===== src/rtl/qsd_pkg.sv =====
// Shared types and character constants for the form query string decoder.
// No dependencies; compiled first.
`default_nettype none

package qsd_pkg;

  localparam int unsigned CHAR_W  = 8;
  localparam int unsigned KIND_W  = 2;
  // Most results that a single input item can cause
  localparam int unsigned MAX_RES = 4;
  localparam int unsigned RES_IDX_W = $clog2(MAX_RES);
  localparam int unsigned RES_CNT_W = $clog2(MAX_RES + 1);

  localparam logic [CHAR_W-1:0] CH_AMP   = 8'h26; // ampersand
  localparam logic [CHAR_W-1:0] CH_EQ    = 8'h3D; // equals
  localparam logic [CHAR_W-1:0] CH_PLUS  = 8'h2B; // plus
  localparam logic [CHAR_W-1:0] CH_PCT   = 8'h25; // percent
  localparam logic [CHAR_W-1:0] CH_SPACE = 8'h20; // space

  typedef enum logic [KIND_W-1:0] {
    KIND_BYTE     = 2'd0,
    KIND_KEY_END  = 2'd1,
    KIND_PAIR_END = 2'd2
  } kind_e;

  typedef enum logic [1:0] {
    PH_NONE  = 2'd0, // no escape pending
    PH_PCT   = 2'd1, // percent seen
    PH_DIGIT = 2'd2  // percent and first hex digit seen
  } phase_e;

  typedef struct packed {
    kind_e             kind;
    logic [CHAR_W-1:0] data;
  } result_t;

endpackage

`default_nettype wire


===== src/rtl/qsd_if.sv =====
// Valid/ready channel interfaces for the decoder: input bytes, results, config.
// Depends on qsd_pkg.
`default_nettype none

interface qsd_in_if;
  logic                        valid;
  logic                        ready;
  logic [qsd_pkg::CHAR_W-1:0]  char_in;
  logic                        char_valid;
  logic                        string_end;

  modport source (output valid, output char_in, output char_valid, output string_end,
                  input ready);
  modport sink   (input valid, input char_in, input char_valid, input string_end,
                  output ready);
endinterface

interface qsd_out_if;
  logic                        valid;
  logic                        ready;
  logic [qsd_pkg::KIND_W-1:0]  item_kind;
  logic [qsd_pkg::CHAR_W-1:0]  byte_out;
  logic                        run_last;

  modport source (output valid, output item_kind, output byte_out, output run_last,
                  input ready);
  modport sink   (input valid, input item_kind, input byte_out, input run_last,
                  output ready);
endinterface

interface qsd_cfg_if;
  logic valid;
  logic ready;
  logic query_mode;

  modport source (output valid, output query_mode, input ready);
  modport sink   (input valid, input query_mode, output ready);
endinterface

`default_nettype wire


===== src/rtl/form_query_string_decoder_top.sv =====
// Top level of the form query string decoder: decode step and result buffer.
// Depends on qsd_pkg and the channel interfaces in qsd_if.sv.
`default_nettype none

// Decodes a form-encoded query string one byte per input transfer. Each input
// transfer yields zero to four results (decoded bytes, key-end and pair-end
// marks), which leave one per cycle through the output channel while the
// receiver is ready. The whole decode step is done in the cycle of the input
// transfer and its results are loaded into a four-entry result buffer; the next
// input is taken in the same cycle that the last buffered result is transferred
// out. Throughput is thus one input per cycle for bytes giving one result, on
// the same condition; several results hold off the next input at the single
// output port. The first result is valid in the cycle after its input transfer.
// Configuration writes are always accepted and take effect from the next byte.
module form_query_string_decoder_top (
  input  wire logic  clk_i,
  input  wire logic  rst_ni,
  qsd_cfg_if.sink    cfg_i,
  qsd_in_if.sink     in_i,
  qsd_out_if.source  out_o
);

  // ---------------------------------------------------------------------
  // Declarations
  // ---------------------------------------------------------------------
  logic                              mode_q;
  qsd_pkg::phase_e                   phase_q, phase_d;
  logic [qsd_pkg::CHAR_W-1:0]        held_q, held_d;
  logic                              key_q, key_d;
  logic                              seen_q, seen_d;

  qsd_pkg::result_t                  grp_q [qsd_pkg::MAX_RES];
  qsd_pkg::result_t                  grp_d [qsd_pkg::MAX_RES];
  logic [qsd_pkg::RES_CNT_W-1:0]     cnt_q, cnt_d;
  logic [qsd_pkg::RES_IDX_W-1:0]     rd_q;
  logic [qsd_pkg::RES_CNT_W-1:0]     last_idx;
  logic                              at_last;
  logic                              in_fire, out_fire;

  // hex digit check and value
  function automatic logic is_hex(input logic [qsd_pkg::CHAR_W-1:0] c);
    return (c >= "0" && c <= "9") || (c >= "a" && c <= "f") || (c >= "A" && c <= "F");
  endfunction

  function automatic logic [3:0] hex_val(input logic [qsd_pkg::CHAR_W-1:0] c);
    logic [qsd_pkg::CHAR_W-1:0] v;
    if (c >= "0" && c <= "9") begin
      v = c - 8'h30;
    end else if (c >= "a" && c <= "f") begin
      v = c - 8'h57;
    end else if (c >= "A" && c <= "F") begin
      v = c - 8'h37;
    end else begin
      v = '0;
    end
    return v[3:0];
  endfunction

  // ---------------------------------------------------------------------
  // Configuration register
  // ---------------------------------------------------------------------
  assign cfg_i.ready = 1'b1;

  always_ff @(posedge clk_i or negedge rst_ni) begin
    if (!rst_ni) begin
      mode_q <= 1'b1;
    end else if (cfg_i.valid) begin
      mode_q <= cfg_i.query_mode;
    end
  end

  // ---------------------------------------------------------------------
  // Handshakes
  // ---------------------------------------------------------------------
  assign last_idx   = cnt_q - qsd_pkg::RES_CNT_W'(1);
  assign at_last    = ({1'b0, rd_q} == last_idx);
  assign out_o.valid = (cnt_q != '0);
  assign out_fire   = out_o.valid && out_o.ready;
  // free when empty, or when the last buffered result leaves this cycle
  assign in_i.ready = (cnt_q == '0) || (out_fire && at_last);
  assign in_fire    = in_i.valid && in_i.ready;

  // ---------------------------------------------------------------------
  // Decode step: results and next state for the offered input
  // ---------------------------------------------------------------------
  always_comb begin
    logic [qsd_pkg::CHAR_W-1:0] c;
    logic                       qm;
    logic                       do_plain;
    c        = in_i.char_in;
    qm       = mode_q;
    do_plain = 1'b0;
    phase_d  = phase_q;
    held_d   = held_q;
    key_d    = key_q;
    seen_d   = seen_q;
    cnt_d    = '0;
    for (int i = 0; i < qsd_pkg::MAX_RES; i++) begin
      grp_d[i] = '{kind: qsd_pkg::KIND_BYTE, data: '0};
    end

    if (in_i.char_valid) begin
      seen_d = 1'b1;
      if ((qm && c == qsd_pkg::CH_AMP) || (qm && c == qsd_pkg::CH_EQ && !key_d)) begin
        // delimiter: flush pending escape, then the mark
        if (phase_d != qsd_pkg::PH_NONE) begin
          grp_d[cnt_d[qsd_pkg::RES_IDX_W-1:0]] = '{qsd_pkg::KIND_BYTE, qsd_pkg::CH_PCT};
          cnt_d = cnt_d + qsd_pkg::RES_CNT_W'(1);
        end
        if (phase_d == qsd_pkg::PH_DIGIT) begin
          grp_d[cnt_d[qsd_pkg::RES_IDX_W-1:0]] = '{qsd_pkg::KIND_BYTE, held_d};
          cnt_d = cnt_d + qsd_pkg::RES_CNT_W'(1);
        end
        phase_d = qsd_pkg::PH_NONE;
        held_d  = '0;
        if (c == qsd_pkg::CH_AMP) begin
          grp_d[cnt_d[qsd_pkg::RES_IDX_W-1:0]] = '{qsd_pkg::KIND_PAIR_END, '0};
          key_d = 1'b0;
        end else begin
          grp_d[cnt_d[qsd_pkg::RES_IDX_W-1:0]] = '{qsd_pkg::KIND_KEY_END, '0};
          key_d = 1'b1;
        end
        cnt_d = cnt_d + qsd_pkg::RES_CNT_W'(1);
      end else begin
        do_plain = 1'b1;
        if (phase_d == qsd_pkg::PH_PCT && is_hex(c)) begin
          held_d   = c;
          phase_d  = qsd_pkg::PH_DIGIT;
          do_plain = 1'b0;
        end else if (phase_d == qsd_pkg::PH_DIGIT && is_hex(c)) begin
          grp_d[cnt_d[qsd_pkg::RES_IDX_W-1:0]] =
            '{qsd_pkg::KIND_BYTE, {hex_val(held_d), hex_val(c)}};
          cnt_d    = cnt_d + qsd_pkg::RES_CNT_W'(1);
          phase_d  = qsd_pkg::PH_NONE;
          held_d   = '0;
          do_plain = 1'b0;
        end else begin
          // bad escape: percent and held digit go out literally
          if (phase_d != qsd_pkg::PH_NONE) begin
            grp_d[cnt_d[qsd_pkg::RES_IDX_W-1:0]] = '{qsd_pkg::KIND_BYTE, qsd_pkg::CH_PCT};
            cnt_d = cnt_d + qsd_pkg::RES_CNT_W'(1);
          end
          if (phase_d == qsd_pkg::PH_DIGIT) begin
            grp_d[cnt_d[qsd_pkg::RES_IDX_W-1:0]] = '{qsd_pkg::KIND_BYTE, held_d};
            cnt_d = cnt_d + qsd_pkg::RES_CNT_W'(1);
          end
          phase_d = qsd_pkg::PH_NONE;
          held_d  = '0;
        end
        // ordinary byte handling
        if (do_plain) begin
          if (qm && c == qsd_pkg::CH_PLUS) begin
            grp_d[cnt_d[qsd_pkg::RES_IDX_W-1:0]] = '{qsd_pkg::KIND_BYTE, qsd_pkg::CH_SPACE};
            cnt_d = cnt_d + qsd_pkg::RES_CNT_W'(1);
          end else if (c == qsd_pkg::CH_PCT) begin
            phase_d = qsd_pkg::PH_PCT;
          end else begin
            grp_d[cnt_d[qsd_pkg::RES_IDX_W-1:0]] = '{qsd_pkg::KIND_BYTE, c};
            cnt_d = cnt_d + qsd_pkg::RES_CNT_W'(1);
          end
        end
      end
    end

    // string end: flush, closing mark unless an empty query-mode string, clear state
    if (in_i.string_end) begin
      if (phase_d != qsd_pkg::PH_NONE) begin
        grp_d[cnt_d[qsd_pkg::RES_IDX_W-1:0]] = '{qsd_pkg::KIND_BYTE, qsd_pkg::CH_PCT};
        cnt_d = cnt_d + qsd_pkg::RES_CNT_W'(1);
      end
      if (phase_d == qsd_pkg::PH_DIGIT) begin
        grp_d[cnt_d[qsd_pkg::RES_IDX_W-1:0]] = '{qsd_pkg::KIND_BYTE, held_d};
        cnt_d = cnt_d + qsd_pkg::RES_CNT_W'(1);
      end
      if (!qm || seen_d) begin
        grp_d[cnt_d[qsd_pkg::RES_IDX_W-1:0]] = '{qsd_pkg::KIND_PAIR_END, '0};
        cnt_d = cnt_d + qsd_pkg::RES_CNT_W'(1);
      end
      phase_d = qsd_pkg::PH_NONE;
      held_d  = '0;
      key_d   = 1'b0;
      seen_d  = 1'b0;
    end
  end

  // ---------------------------------------------------------------------
  // Decoder state
  // ---------------------------------------------------------------------
  always_ff @(posedge clk_i or negedge rst_ni) begin
    if (!rst_ni) begin
      phase_q <= qsd_pkg::PH_NONE;
      held_q  <= '0;
      key_q   <= 1'b0;
      seen_q  <= 1'b0;
    end else if (in_fire) begin
      phase_q <= phase_d;
      held_q  <= held_d;
      key_q   <= key_d;
      seen_q  <= seen_d;
    end
  end

  // ---------------------------------------------------------------------
  // Result buffer: count and read pointer
  // ---------------------------------------------------------------------
  always_ff @(posedge clk_i or negedge rst_ni) begin
    if (!rst_ni) begin
      cnt_q <= '0;
      rd_q  <= '0;
    end else if (in_fire) begin
      cnt_q <= cnt_d;
      rd_q  <= '0;
    end else if (out_fire) begin
      if (at_last) begin
        cnt_q <= '0;
        rd_q  <= '0;
      end else begin
        rd_q <= rd_q + qsd_pkg::RES_IDX_W'(1);
      end
    end
  end

  // result payload, no reset
  always_ff @(posedge clk_i) begin
    if (in_fire) begin
      grp_q <= grp_d;
    end
  end

  assign out_o.item_kind = grp_q[rd_q].kind;
  assign out_o.byte_out  = grp_q[rd_q].data;
  assign out_o.run_last  = at_last;

  // ---------------------------------------------------------------------
  // Assertions
  // ---------------------------------------------------------------------
  a_cnt_bound: assert property (@(posedge clk_i) disable iff (!rst_ni)
    cnt_q <= qsd_pkg::RES_CNT_W'(qsd_pkg::MAX_RES))
    else $error("result count exceeds buffer depth");

  a_no_overwrite: assert property (@(posedge clk_i) disable iff (!rst_ni)
    (in_fire && cnt_q != '0) |-> (out_fire && out_o.run_last))
    else $error("result buffer reloaded before last result left");

  a_end_clears: assert property (@(posedge clk_i) disable iff (!rst_ni)
    (in_fire && in_i.string_end) |=>
      (phase_q == qsd_pkg::PH_NONE && !key_q && !seen_q && held_q == '0))
    else $error("state not cleared after string end");

  a_kind_legal: assert property (@(posedge clk_i) disable iff (!rst_ni)
    out_o.valid |-> (out_o.item_kind != 2'd3))
    else $error("illegal result kind");

  a_marks_zero: assert property (@(posedge clk_i) disable iff (!rst_ni)
    (out_o.valid && out_o.item_kind != qsd_pkg::KIND_BYTE) |-> (out_o.byte_out == '0))
    else $error("mark result carries non-zero byte");

endmodule

`default_nettype wire


===== src/flat_wrapper.sv =====
// flat-port wrapper written by rule: the top's interface ports become plain ports
module form_query_string_decoder_top_flat 
  (clk_i, rst_ni, cfg_i_valid, cfg_i_query_mode, cfg_i_ready, in_i_valid, in_i_char_in, in_i_char_valid, in_i_string_end, in_i_ready, out_o_valid, out_o_item_kind, out_o_byte_out, out_o_run_last, out_o_ready);
  qsd_cfg_if cfg_i_i ();
  qsd_in_if in_i_i ();
  qsd_out_if out_o_i ();
  input  wire logic clk_i;
  input  wire logic rst_ni;
  input wire logic [$bits(cfg_i_i.valid)-1:0] cfg_i_valid;
  input wire logic [$bits(cfg_i_i.query_mode)-1:0] cfg_i_query_mode;
  output wire logic [$bits(cfg_i_i.ready)-1:0] cfg_i_ready;
  input wire logic [$bits(in_i_i.valid)-1:0] in_i_valid;
  input wire logic [$bits(in_i_i.char_in)-1:0] in_i_char_in;
  input wire logic [$bits(in_i_i.char_valid)-1:0] in_i_char_valid;
  input wire logic [$bits(in_i_i.string_end)-1:0] in_i_string_end;
  output wire logic [$bits(in_i_i.ready)-1:0] in_i_ready;
  output wire logic [$bits(out_o_i.valid)-1:0] out_o_valid;
  output wire logic [$bits(out_o_i.item_kind)-1:0] out_o_item_kind;
  output wire logic [$bits(out_o_i.byte_out)-1:0] out_o_byte_out;
  output wire logic [$bits(out_o_i.run_last)-1:0] out_o_run_last;
  input wire logic [$bits(out_o_i.ready)-1:0] out_o_ready;
  assign cfg_i_i.valid = cfg_i_valid;
  assign cfg_i_i.query_mode = cfg_i_query_mode;
  assign cfg_i_ready = cfg_i_i.ready;
  assign in_i_i.valid = in_i_valid;
  assign in_i_i.char_in = in_i_char_in;
  assign in_i_i.char_valid = in_i_char_valid;
  assign in_i_i.string_end = in_i_string_end;
  assign in_i_ready = in_i_i.ready;
  assign out_o_valid = out_o_i.valid;
  assign out_o_item_kind = out_o_i.item_kind;
  assign out_o_byte_out = out_o_i.byte_out;
  assign out_o_run_last = out_o_i.run_last;
  assign out_o_i.ready = out_o_ready;
  form_query_string_decoder_top u_core (.clk_i(clk_i), .rst_ni(rst_ni), .cfg_i(cfg_i_i), .in_i(in_i_i), .out_o(out_o_i));
endmodule

===== config.mk =====
export PLATFORM = sky130hd
export DESIGN_NAME = form_query_string_decoder_top_flat
export DESIGN_NICKNAME = d
export VERILOG_FILES = /design/src/rtl/qsd_pkg.sv /design/src/rtl/qsd_if.sv /design/src/rtl/form_query_string_decoder_top.sv /design/src/flat_wrapper.sv
export SDC_FILE = /design/constraint.sdc
export NUM_CORES = 1
export LEC_CHECK = 0
export ABC_CLOCK_PERIOD_IN_PS = 11800
export BUFFER_PORTS_ARGS = -buffer_cell sky130_fd_sc_hd__buf_4
export CELL_PAD_IN_SITES_DETAIL_PLACEMENT = 0
export CELL_PAD_IN_SITES_GLOBAL_PLACEMENT = 1
export CORE_ASPECT_RATIO = 2
export CORE_MARGIN = 3
export CORE_UTILIZATION = 40
export DETAILED_ROUTE_END_ITERATION = 10
export GPL_TIMING_DRIVEN = 0
export PLACE_DENSITY = 0.7
export SLEW_MARGIN = 20
export SYNTH_ARGS = -nofsm -noshare
export SYNTH_HDL_FRONTEND = slang
export SYNTH_SLANG_ARGS = --single-unit

===== constraint.sdc =====
create_clock -name clk_i -period 11.8 [get_ports clk_i]
set_input_delay 0 -clock clk_i [delete_from_list [all_inputs] [get_ports clk_i]]
set_output_delay 0 -clock clk_i [all_outputs]
set_load 0.01 [all_outputs]

==> flow_results.org, run 1 <==
** Timing
- The count of final hold-check violations was 0.
- Setup repair after global routing left no endpoint under its margin.
- Final worst path period share :: 47.51%
- Least-Margin Pin Slew :: 1158 ps
- Max-slew violations :: 0
- Minimum clock period after layout :: 5607 ps
- Count of endpoints failing setup in the final report :: 0
- Worst setup slack after layout :: 6193 ps
- In this run the tightest slew margin relative to its limit is 22.07%.
- For the final routed database, the setup TNS stands at 0 ps.
- Max Clock Skew :: 12.93 ps
- Peak clock frequency supported by timing :: 178.4 MHz

** Power and ir drop
- The design draws 0.8452 mW.
- Peak ir drop on the vdd network :: 0.06725 mV
- For this design the ratio of total power to cell area is 164.1 nW/µm².
- Leakage :: 1.937 nW

** Yosys
- Synthesized instance count :: 459
- Share of flip-flops with an asynchronous set or reset :: 31.03%
- In the synthesized netlist the dominant register cell turns out to be sky130_fd_sc_hd__edfxtp_1.
- Synthesis inferred 58 register bits.
- Yosys mapped the design onto 82 distinct sky130hd cell types.
- Number of enable flip-flop cells after synthesis :: 40
- Count of warnings emitted by yosys :: 0
- Share of the synthesized area in the top cell type :: 27.33%
- Netlist area before placement :: 4395 µm²
- Sequential cells were found to cover 37.60% of the synthesized design area.
- Averaged over all synthesized cells, the footprint is 9.576 µm².
- Cells taking the most area after synthesis :: sky130_fd_sc_hd__edfxtp_1 (27%), sky130_fd_sc_hd__dfrtp_1 (9.7%), sky130_fd_sc_hd__ha_1 (7.1%)
- Mapped Nets :: 500
- Largest area contributor in the synthesized netlist :: sky130_fd_sc_hd__edfxtp_1

** Global routing
- Total routing usage reported by global routing :: 23.25%
- The first global-routing pass estimated 21490 µm of wire.
- The via count of the first global-routing pass is 3857.
- Entering global routing, the biggest net connects 33 pins.
- The number of antenna violations at the first check in global routing came to 0.
- Overflow left after global routing :: 0

** Critical path
- STA classifies the critical path startpoint as an input pin.
- Kind of cell adding the most delay to the critical path :: compound AO/OA/AOI/OAI gates
- Highest fanout seen on the critical path :: 9
- Number of buffers and inverters on the critical path :: 6
- Arr. time, crit path :: 5780 ps
- Crit path required time :: 11970 ps
- The largest single stage delay on the critical path is 670 ps.
- The most numerous cell type found on the critical path is sky130_fd_sc_hd__ha_1.
- On the critical path, the stage with the largest delay is an instance of sky130_fd_sc_hd__o21ai_0.
- Type of element capturing the critical path :: flop
- The critical path in this run is classified as input pin to flop.

** Clocking
- In this run, CTS created clock tree buffers numbering 9.
- TritonCTS built the clock tree.
- Buffer depth of the longest clock path :: 2
- The cell sitting at the root of the clock tree is a sky130_fd_sc_hd__clkbuf_16.
- Counting every sink on the clock net gives 58.
- Latest clock arrival within the worst-skew pair :: 330 ps
- In this run the post-CTS setup repair buffer count came out at 0.
- Quantity of gates resized following cts :: 0
- The H-tree was split into 3 levels.
- Register clock-pin slew on the reported worst setup and hold paths :: 60 ps

** Detailed routing
- In this run the remaining antenna-violating nets after routing total 0.
- Violation count after the first detailed-route iteration :: 248
- Average detailed-routed wire length per instance :: 21.31 µm
- After detailed routing, the number of remaining DRC violations is 0.
- After detailed routing, the number of vias per cell comes to 5.970.
- Wires add up to 13680 µm.
- Detailed routing inserted a total of 3833 vias.
- For this run, the detailed router's first-pass iteration total came to 5.

** Final layout
- At the end of the flow, the number of nets in the layout was 541.
- Cells fill 48.54% of the core in the end.
- Fraction of final layout cells with drive strength greater than 1 :: 18.61%
- Final Instance Count excl. Fillers :: 642
- After filler insertion, the fill cell instance count of the layout stands at 1031.
- Antenna diode count :: 0
- Relative to the synthesized area, the layout overhead comes to 17.16%.

** Die
- The initialized floorplan defines 53 standard-cell rows.
- Floorplan Core Area :: 10610 µm²
- The die covers 12360 µm².
- 30 I/O pins were placed.
- Y dimension of the die :: 154.2 µm
- Measured along the x axis, the die boundary spans 80.13 µm.
- Effective utilization at floorplan :: 41.43%

** Placement
- The number of placed instances, taps included, is 621.
- Post-placement worst setup slack :: 5891 ps
- In this run the tool buffered the top-level ports with 24 buffer cells.
- After legalization and detailed placement, the total HPWL measured 10920 µm.
- Gp weighted congestion :: 0.9263

** Outcome
- The run finished with clean final reports.

** Job
- Max capacitance violation total :: 0

** Min path
- The tightest min-delay check is of the input pin to flop type.
==> worst paths after layout <==
check | depth (start not counted) | slack, ps | startpoint | end
worst max-delay path | 25 | 6190 | in_i_char_in[1] | u_core.grp_q[6]
worst min-delay path | 3 | 20 | in_i_char_in[6] | u_core.held_q[6]
worst max register to register | 19 | 6510 | u_core.phase_q[0] | u_core.grp_q[6]
worst min register to register | 2 | 510 | u_core.seen_q | u_core.seen_q
max in group asynchronous | 2 | 11420 | rst_ni | u_core.mode_q
min in group asynchronous | 2 | 90 | rst_ni | u_core.held_q[4]
==> tightest hold or removal path, cell delays in order <==
cell and delay, ps:
sky130_fd_sc_hd__buf_6 120, sky130_fd_sc_hd__a21oi_1 60, sky130_fd_sc_hd__o21ai_0 130
==> metal layers <==
| metal | GRT usage, % | share of wire, % |
|---|---|---|
| met2 | 41.85 | 55 |
| met4 | 12.25 | 5.1 |
| met3 | 2.855 | 3.4 |
| met1 | 25.85 | 37 |
| met5 | 0 | 0 |
==> synthesized netlist by cell type (all sizes together) (2+ instances only) <==
library cell / number
a21boi: 2
conb: 2
mux4: 10
buf: 15
nor4b: 2
a221oi: 8
o21bai: 2
nor3: 10
nand4: 4
nand2: 51
xnor2: 6
a211oi: 4
a21oi: 30
nor2b: 8
nand2b: 2
edfxtp: 40
o31ai: 3
nand3: 16
and3: 5
and2: 7
or3b: 2
o22ai: 14
nor3b: 8
o21ai: 43
o32ai: 2
dfrtp: 17
o311ai: 2
or2: 3
a211o: 2
o2bb2ai: 3
nor4: 3
ha: 25
clkbuf: 10
inv: 23
a31oi: 6
a22oi: 11
nor2: 28
mux2: 2
a21o: 2
o21a: 4
==> kinds of logic (layout without fill, tap and decap cells) <==
kind of cell	after synthesis	in the layout	share of synthesized area, %
muxes	13	13	5.949
adders and majority gates	25	25	7.116
xor gates and xnor gates	7	7	1.566
buffers and inverters	49	95	5.067
and+or+nand+nor	156	156	19.27
AOI/OAI and AO/OA	149	149	23.26
other	2	2	0.1709
DFF	58	58	37.60
==> power by group <==
group	switching [mW]	internal [mW]	leakage (nW)
logic	0.150	0.119	1.15
clock network	0.0961	0.186	0.152
registers	0.0209	0.273	0.636
==> state kept, by name, summed over array words and instances (netlist names) <==
register / cells
u_core.cnt_q: 3
u_core.key_q: 1
u_core.mode_q: 1
u_core.seen_q: 1
u_core.held_q: 8
u_core.grp_q: 40
u_core.phase_q: 2
u_core.rd_q: 2
==> per-stage QoR <==
step | area [µm²] | hold WS, ps
2_1_floorplan | 4395 | -295.6
3_3_place_gp | 4747 | -91.95
3_5_place_dp | 4768 | -89.63
4_1_cts | 5145 | 2.074
5_1_grt | 5150 | 30.21
6_report | 5150 | 16.39
==> what timing repair did <==
item / CTS / global route
setup endpoints to repair: 0 / 0
hold buffers: 5 / 0
hold endpoints to repair: 21 / 0
==> cell type report <==
class	instances	area, µm²	area share [%]
inverter	24	90.09	1.749
multi-input combinational	352	2525	49.03
clock buffer	9	225.2	4.373
clock inverter	7	101.3	1.968
timing repair buffer	30	250.2	4.859
buffer	25	133.9	2.600
sequential	58	1653	32.09
tap	137	171.4	3.328
==> cells in the final DEF (no fill, tap or decap), types with 3 or more instances in the layout <==
cell type | synthesis | final
sky130_fd_sc_hd__a22oi_1 | 11 | 11
sky130_fd_sc_hd__o22ai_1 | 14 | 14
sky130_fd_sc_hd__mux4_2 | 10 | 10
sky130_fd_sc_hd__o21ai_2 | 4 | 4
sky130_fd_sc_hd__clkbuf_16 | 0 | 9
sky130_fd_sc_hd__nor2b_1 | 6 | 6
sky130_fd_sc_hd__inv_1 | 23 | 23
sky130_fd_sc_hd__clkbuf_1 | 10 | 9
sky130_fd_sc_hd__and3_1 | 5 | 5
sky130_fd_sc_hd__a211oi_1 | 3 | 3
sky130_fd_sc_hd__nand3_1 | 15 | 15
sky130_fd_sc_hd__nand2_1 | 51 | 51
sky130_fd_sc_hd__o21ai_1 | 3 | 3
sky130_fd_sc_hd__or2_2 | 3 | 3
sky130_fd_sc_hd__o2bb2ai_1 | 3 | 3
sky130_fd_sc_hd__buf_2 | 7 | 7
sky130_fd_sc_hd__a221oi_1 | 7 | 7
sky130_fd_sc_hd__o21ai_0 | 36 | 36
sky130_fd_sc_hd__buf_4 | 2 | 26
sky130_fd_sc_hd__buf_6 | 3 | 3
sky130_fd_sc_hd__xnor2_1 | 5 | 5
sky130_fd_sc_hd__a21oi_1 | 30 | 30
sky130_fd_sc_hd__nor3b_1 | 7 | 7
sky130_fd_sc_hd__buf_1 | 3 | 3
sky130_fd_sc_hd__dlygate4sd3_1 | 0 | 5
sky130_fd_sc_hd__ha_1 | 25 | 25
sky130_fd_sc_hd__dfrtp_1 | 17 | 17
sky130_fd_sc_hd__edfxtp_1 | 40 | 40
sky130_fd_sc_hd__o21a_1 | 4 | 4
sky130_fd_sc_hd__nor2_1 | 28 | 28
sky130_fd_sc_hd__nor3_1 | 8 | 8
sky130_fd_sc_hd__a31oi_1 | 5 | 5
sky130_fd_sc_hd__nand4_1 | 4 | 4
sky130_fd_sc_hd__and2_1 | 6 | 6
No activity file was read; power rests on OpenSTA's default activity.
==> inputs of run 2 (changes only) <==
--- a/config.mk
+++ b/config.mk
@@ -5,7 +5,7 @@
 export SDC_FILE = /design/constraint.sdc
 export NUM_CORES = 1
 export LEC_CHECK = 0
-export ABC_CLOCK_PERIOD_IN_PS = 11800
+export ABC_CLOCK_PERIOD_IN_PS = 5400
 export BUFFER_PORTS_ARGS = -buffer_cell sky130_fd_sc_hd__buf_4
 export CELL_PAD_IN_SITES_DETAIL_PLACEMENT = 0
 export CELL_PAD_IN_SITES_GLOBAL_PLACEMENT = 1
==> constraint.sdc (replaced) <==
create_clock -name clk_i -period 5.4 [get_ports clk_i]
set_input_delay 0 -clock clk_i [delete_from_list [all_inputs] [get_ports clk_i]]
set_output_delay 0 -clock clk_i [all_outputs]
set_load 0.01 [all_outputs]
==> flow_results.org, run 2 (synthesized netlist as in run 1, its figures left out) <==
** Detailed routing
- Via count of the routed design :: 3828 (-0.13%)
- Average vias per placed instance :: 5.963 (-0.13%)
- The detailed-routing iteration count for the pre-antenna-repair pass came to 5 (unchanged).
- The DRC marker count from the first detailed-route iteration was 240 (-3.2%).
- Wire length reported by the detailed router :: 13730 µm (+0.39%)
- DRT antenna net count :: 0 (unchanged)
- Number of design rule violations left after detail routing :: 0 (unchanged)
- Average detailed-routed wire length per instance :: 21.39 µm (+0.39%)

** Critical path
- The required arrival time at the worst endpoint came to 5570 ps (-6400 ps).
- Type of element capturing the critical path :: flop
- The maximum fanout count along the critical path came to 9 (unchanged).
- Cells on worst reg2reg path :: 19 (unchanged)
- Launching element type of the critical path :: input pin
- Arr. time, crit path :: 5180 ps (-600 ps)
- Critical path type :: input pin to flop

** Die
- The top-level I/O count came to 30 (unchanged).
- Floorplan Core Area :: 10610 µm² (unchanged)
- The y dimension of the die was 154.2 µm (unchanged).
- Die ar. :: 12360 µm² (unchanged)
- The number of standard-cell rows in the floorplan is 53 (unchanged).
- Die X-Extent :: 80.13 µm (unchanged)
- The initial core utilization came to 41.43% (unchanged).

** Placement
- Gp weighted congestion :: 0.9263 (unchanged)
- The total half-perimeter wirelength after legalization and detailed placement came to 10920 µm (unchanged).
- The number of I/O port buffers was 24 (unchanged).
- Total placed instance area :: 4768 µm² (unchanged)
- The setup slack at placement is -509.3 ps (-6400 ps).
- Number of placed instances, taps included :: 621 (unchanged)

** Power and ir drop
- The total power per unit cell area was 357.7 nW/µm² (+120%).
- The largest voltage drop on the vdd net is 0.1515 mV (+130%).
- The total power was 1.847 mW (+120%).
- Leakage :: 1.946 nW (+0.47%)

** Clocking
- Clock tree synthesis selected as its root buffer the cell sky130_fd_sc_hd__clkbuf_16.
- TritonCTS built the clock tree.
- The CTS sink count was 58 (unchanged).
- The number of buffers created by CTS was 9 (unchanged).
- The clock insertion delay at the later pin of the skew report came to 330 ps (about the same).
- The maximum buffer depth of the clock tree came to 2 (unchanged).
- The level count of the clock H-tree is 3 (unchanged).
- Register clock-pin slew on the reported worst setup and hold paths :: 60 ps (about the same)
- Post-CTS Setup Bufs :: 0 (unchanged)

** Timing
- The count of final max-slew check failures is 0 (unchanged).
- Setup repair after global routing left no endpoint under its margin.
- The smallest clock period supported by the final layout is computed as 5009 ps.
- Number of failing hold endpoints at the final stage :: 0 (unchanged)
- Setup tns final :: 0 ps (unchanged)
- The worst max-slew margin expressed relative to the limit is 18.41% (-3.7 points).
- The worst hold margin was 13.93 ps (-2.460 ps).
- Least-Margin Pin Slew :: 1213 ps (+54.46 ps)
- Worst setup slack after layout :: 391.4 ps (-5802 ps)
- Count of endpoints failing setup in the final report :: 0 (unchanged)
- Peak clock frequency supported by timing :: 199.7 MHz
- Max Clock Skew :: 13.82 ps (+0.8979 ps)
- Final worst path period share :: 92.75%

** Final layout
- The count of placed standard cells in the final layout, fillers left out came to 642 (unchanged).
- Largest regs :: u_core.grp_q: 40 flops, u_core.held_q: 8 flops, u_core.cnt_q: 3 flops
- Fraction of final layout cells with drive strength greater than 1 :: 19.60% (+0.99 points)
- Final instance area :: 5164 µm² (+0.27%)
- The end-of-flow core utilization was 48.67% (+0.13 points).
- The antenna diode count came to 0 (unchanged).
- Register with the most flip-flops :: u_core.grp_q
- Commonest non-fill, non-tap cell in the layout :: sky130_fd_sc_hd__nand2_1
- Top library cells by usage in the layout, fill and taps aside :: sky130_fd_sc_hd__nand2_1 (51), sky130_fd_sc_hd__edfxtp_1 (40), sky130_fd_sc_hd__o21ai_0 (34)
- The number of fill cells in the layout came to 1028 (-0.29%).
- The net total in the final layout came to 541 (unchanged).
- Synthesis-to-finish area growth :: 17.48%
- The number of flip-flops under the largest register name is 40 (unchanged).

** Min path
- The worst hold path stage count came to 3 (unchanged).
- The min-delay analysis places its worst path in the category input pin to flop.

** Global routing
- Total routing usage reported by global routing :: 23.28% (+0.036 points)
- Largest net degree at the start of global routing :: 33 (unchanged)
- The first-pass GRT wire length is 21540 µm (+0.22%).
- The number of antenna violations at the first check in global routing came to 0 (unchanged).
- The residual overflow from global routing was 0 (unchanged).
- Via count of the first global-routing pass :: 3864 (+0.18%)

** Outcome
- Run status :: finished, final reports clean

** Job
- Max capacitance violation total :: 0 (unchanged)
run 2: cell counts in the layout (fill, tap and decap cells not counted):
Identical to the previous run, type by type.
run 2: routing by layer:
metal | global-route usage (%) | wire [µm] | vias up
li1 | - | - | 1815
met1 | 25.97 | 5076 | 1835
met2 | 42.21 | 7518 | 138
met3 | 2.855 | 488 | 40
met4 | 11.52 | 649 | 0
met5 | 0 | 0 | -
run 2: repair_timing:
item	in CTS	in global routing
hold endpoints to repair	21	0
resized for setup	2	6
gates cloned	0	0
setup endpoints to repair	8	11
hold buffers	5	0
run 2: area by class of cell:
type                    count  area (µm²)  share of cell area, %
inverters                  24       90.09                  1.745
clock buffers               9       225.2                  4.362
well taps                 137       171.4                  3.320
flip-flops and latches     58        1653                  32.01
multi-input cells         352        2537                  49.14
clock inverters             7       101.3                  1.963
repair buffers             30       250.2                  4.846
plain buffers              25       135.1                  2.617
run 2: path summary, 6_finish.rpt:
check,startpoint,to,slack (ps)
max,in_i_char_in[0],u_core.grp_q[6],390
min in group asynchronous,rst_ni,u_core.held_q[4],90
min,in_i_char_in[6],u_core.held_q[6],10
min reg2reg,u_core.seen_q,u_core.seen_q,510
max in group asynchronous,rst_ni,u_core.mode_q,5010
max reg2reg,u_core.phase_q[0],u_core.grp_q[6],450
run 2: where the power goes:
| group | internal [mW] | leakage [nW] | total [mW] | switching, mW |
|---|---|---|---|---|
| logic | 0.260 | 1.16 | 0.589 | 0.329 |
| clock network | 0.406 | 0.152 | 0.616 | 0.210 |
| registers | 0.597 | 0.636 | 0.642 | 0.0450 |
| total | 1.26 | 1.95 | 1.85 | 0.584 |
run 2: critical path, cell delays in order:
cell,delay (ps)
sky130_fd_sc_hd__buf_4,100
sky130_fd_sc_hd__buf_2,200
sky130_fd_sc_hd__inv_1,130
sky130_fd_sc_hd__ha_1,230
sky130_fd_sc_hd__o21ba_2,190
sky130_fd_sc_hd__o21ai_1,250
sky130_fd_sc_hd__o21a_2,350
sky130_fd_sc_hd__nand2_1,110
sky130_fd_sc_hd__o21ai_2,160
sky130_fd_sc_hd__inv_1,110
sky130_fd_sc_hd__ha_1,350
sky130_fd_sc_hd__nor3_1,220
sky130_fd_sc_hd__o21ai_0,130
sky130_fd_sc_hd__a31o_2,260
sky130_fd_sc_hd__ha_1,270
sky130_fd_sc_hd__o21ai_0,100
sky130_fd_sc_hd__o21ai_2,130
sky130_fd_sc_hd__ha_1,300
sky130_fd_sc_hd__mux2i_2,260
sky130_fd_sc_hd__inv_1,120
sky130_fd_sc_hd__ha_1,200
sky130_fd_sc_hd__and2_1,130
sky130_fd_sc_hd__clkbuf_1,190
sky130_fd_sc_hd__nor3b_2,350
sky130_fd_sc_hd__o21bai_1,190
sky130_fd_sc_hd__o2bb2ai_1,140
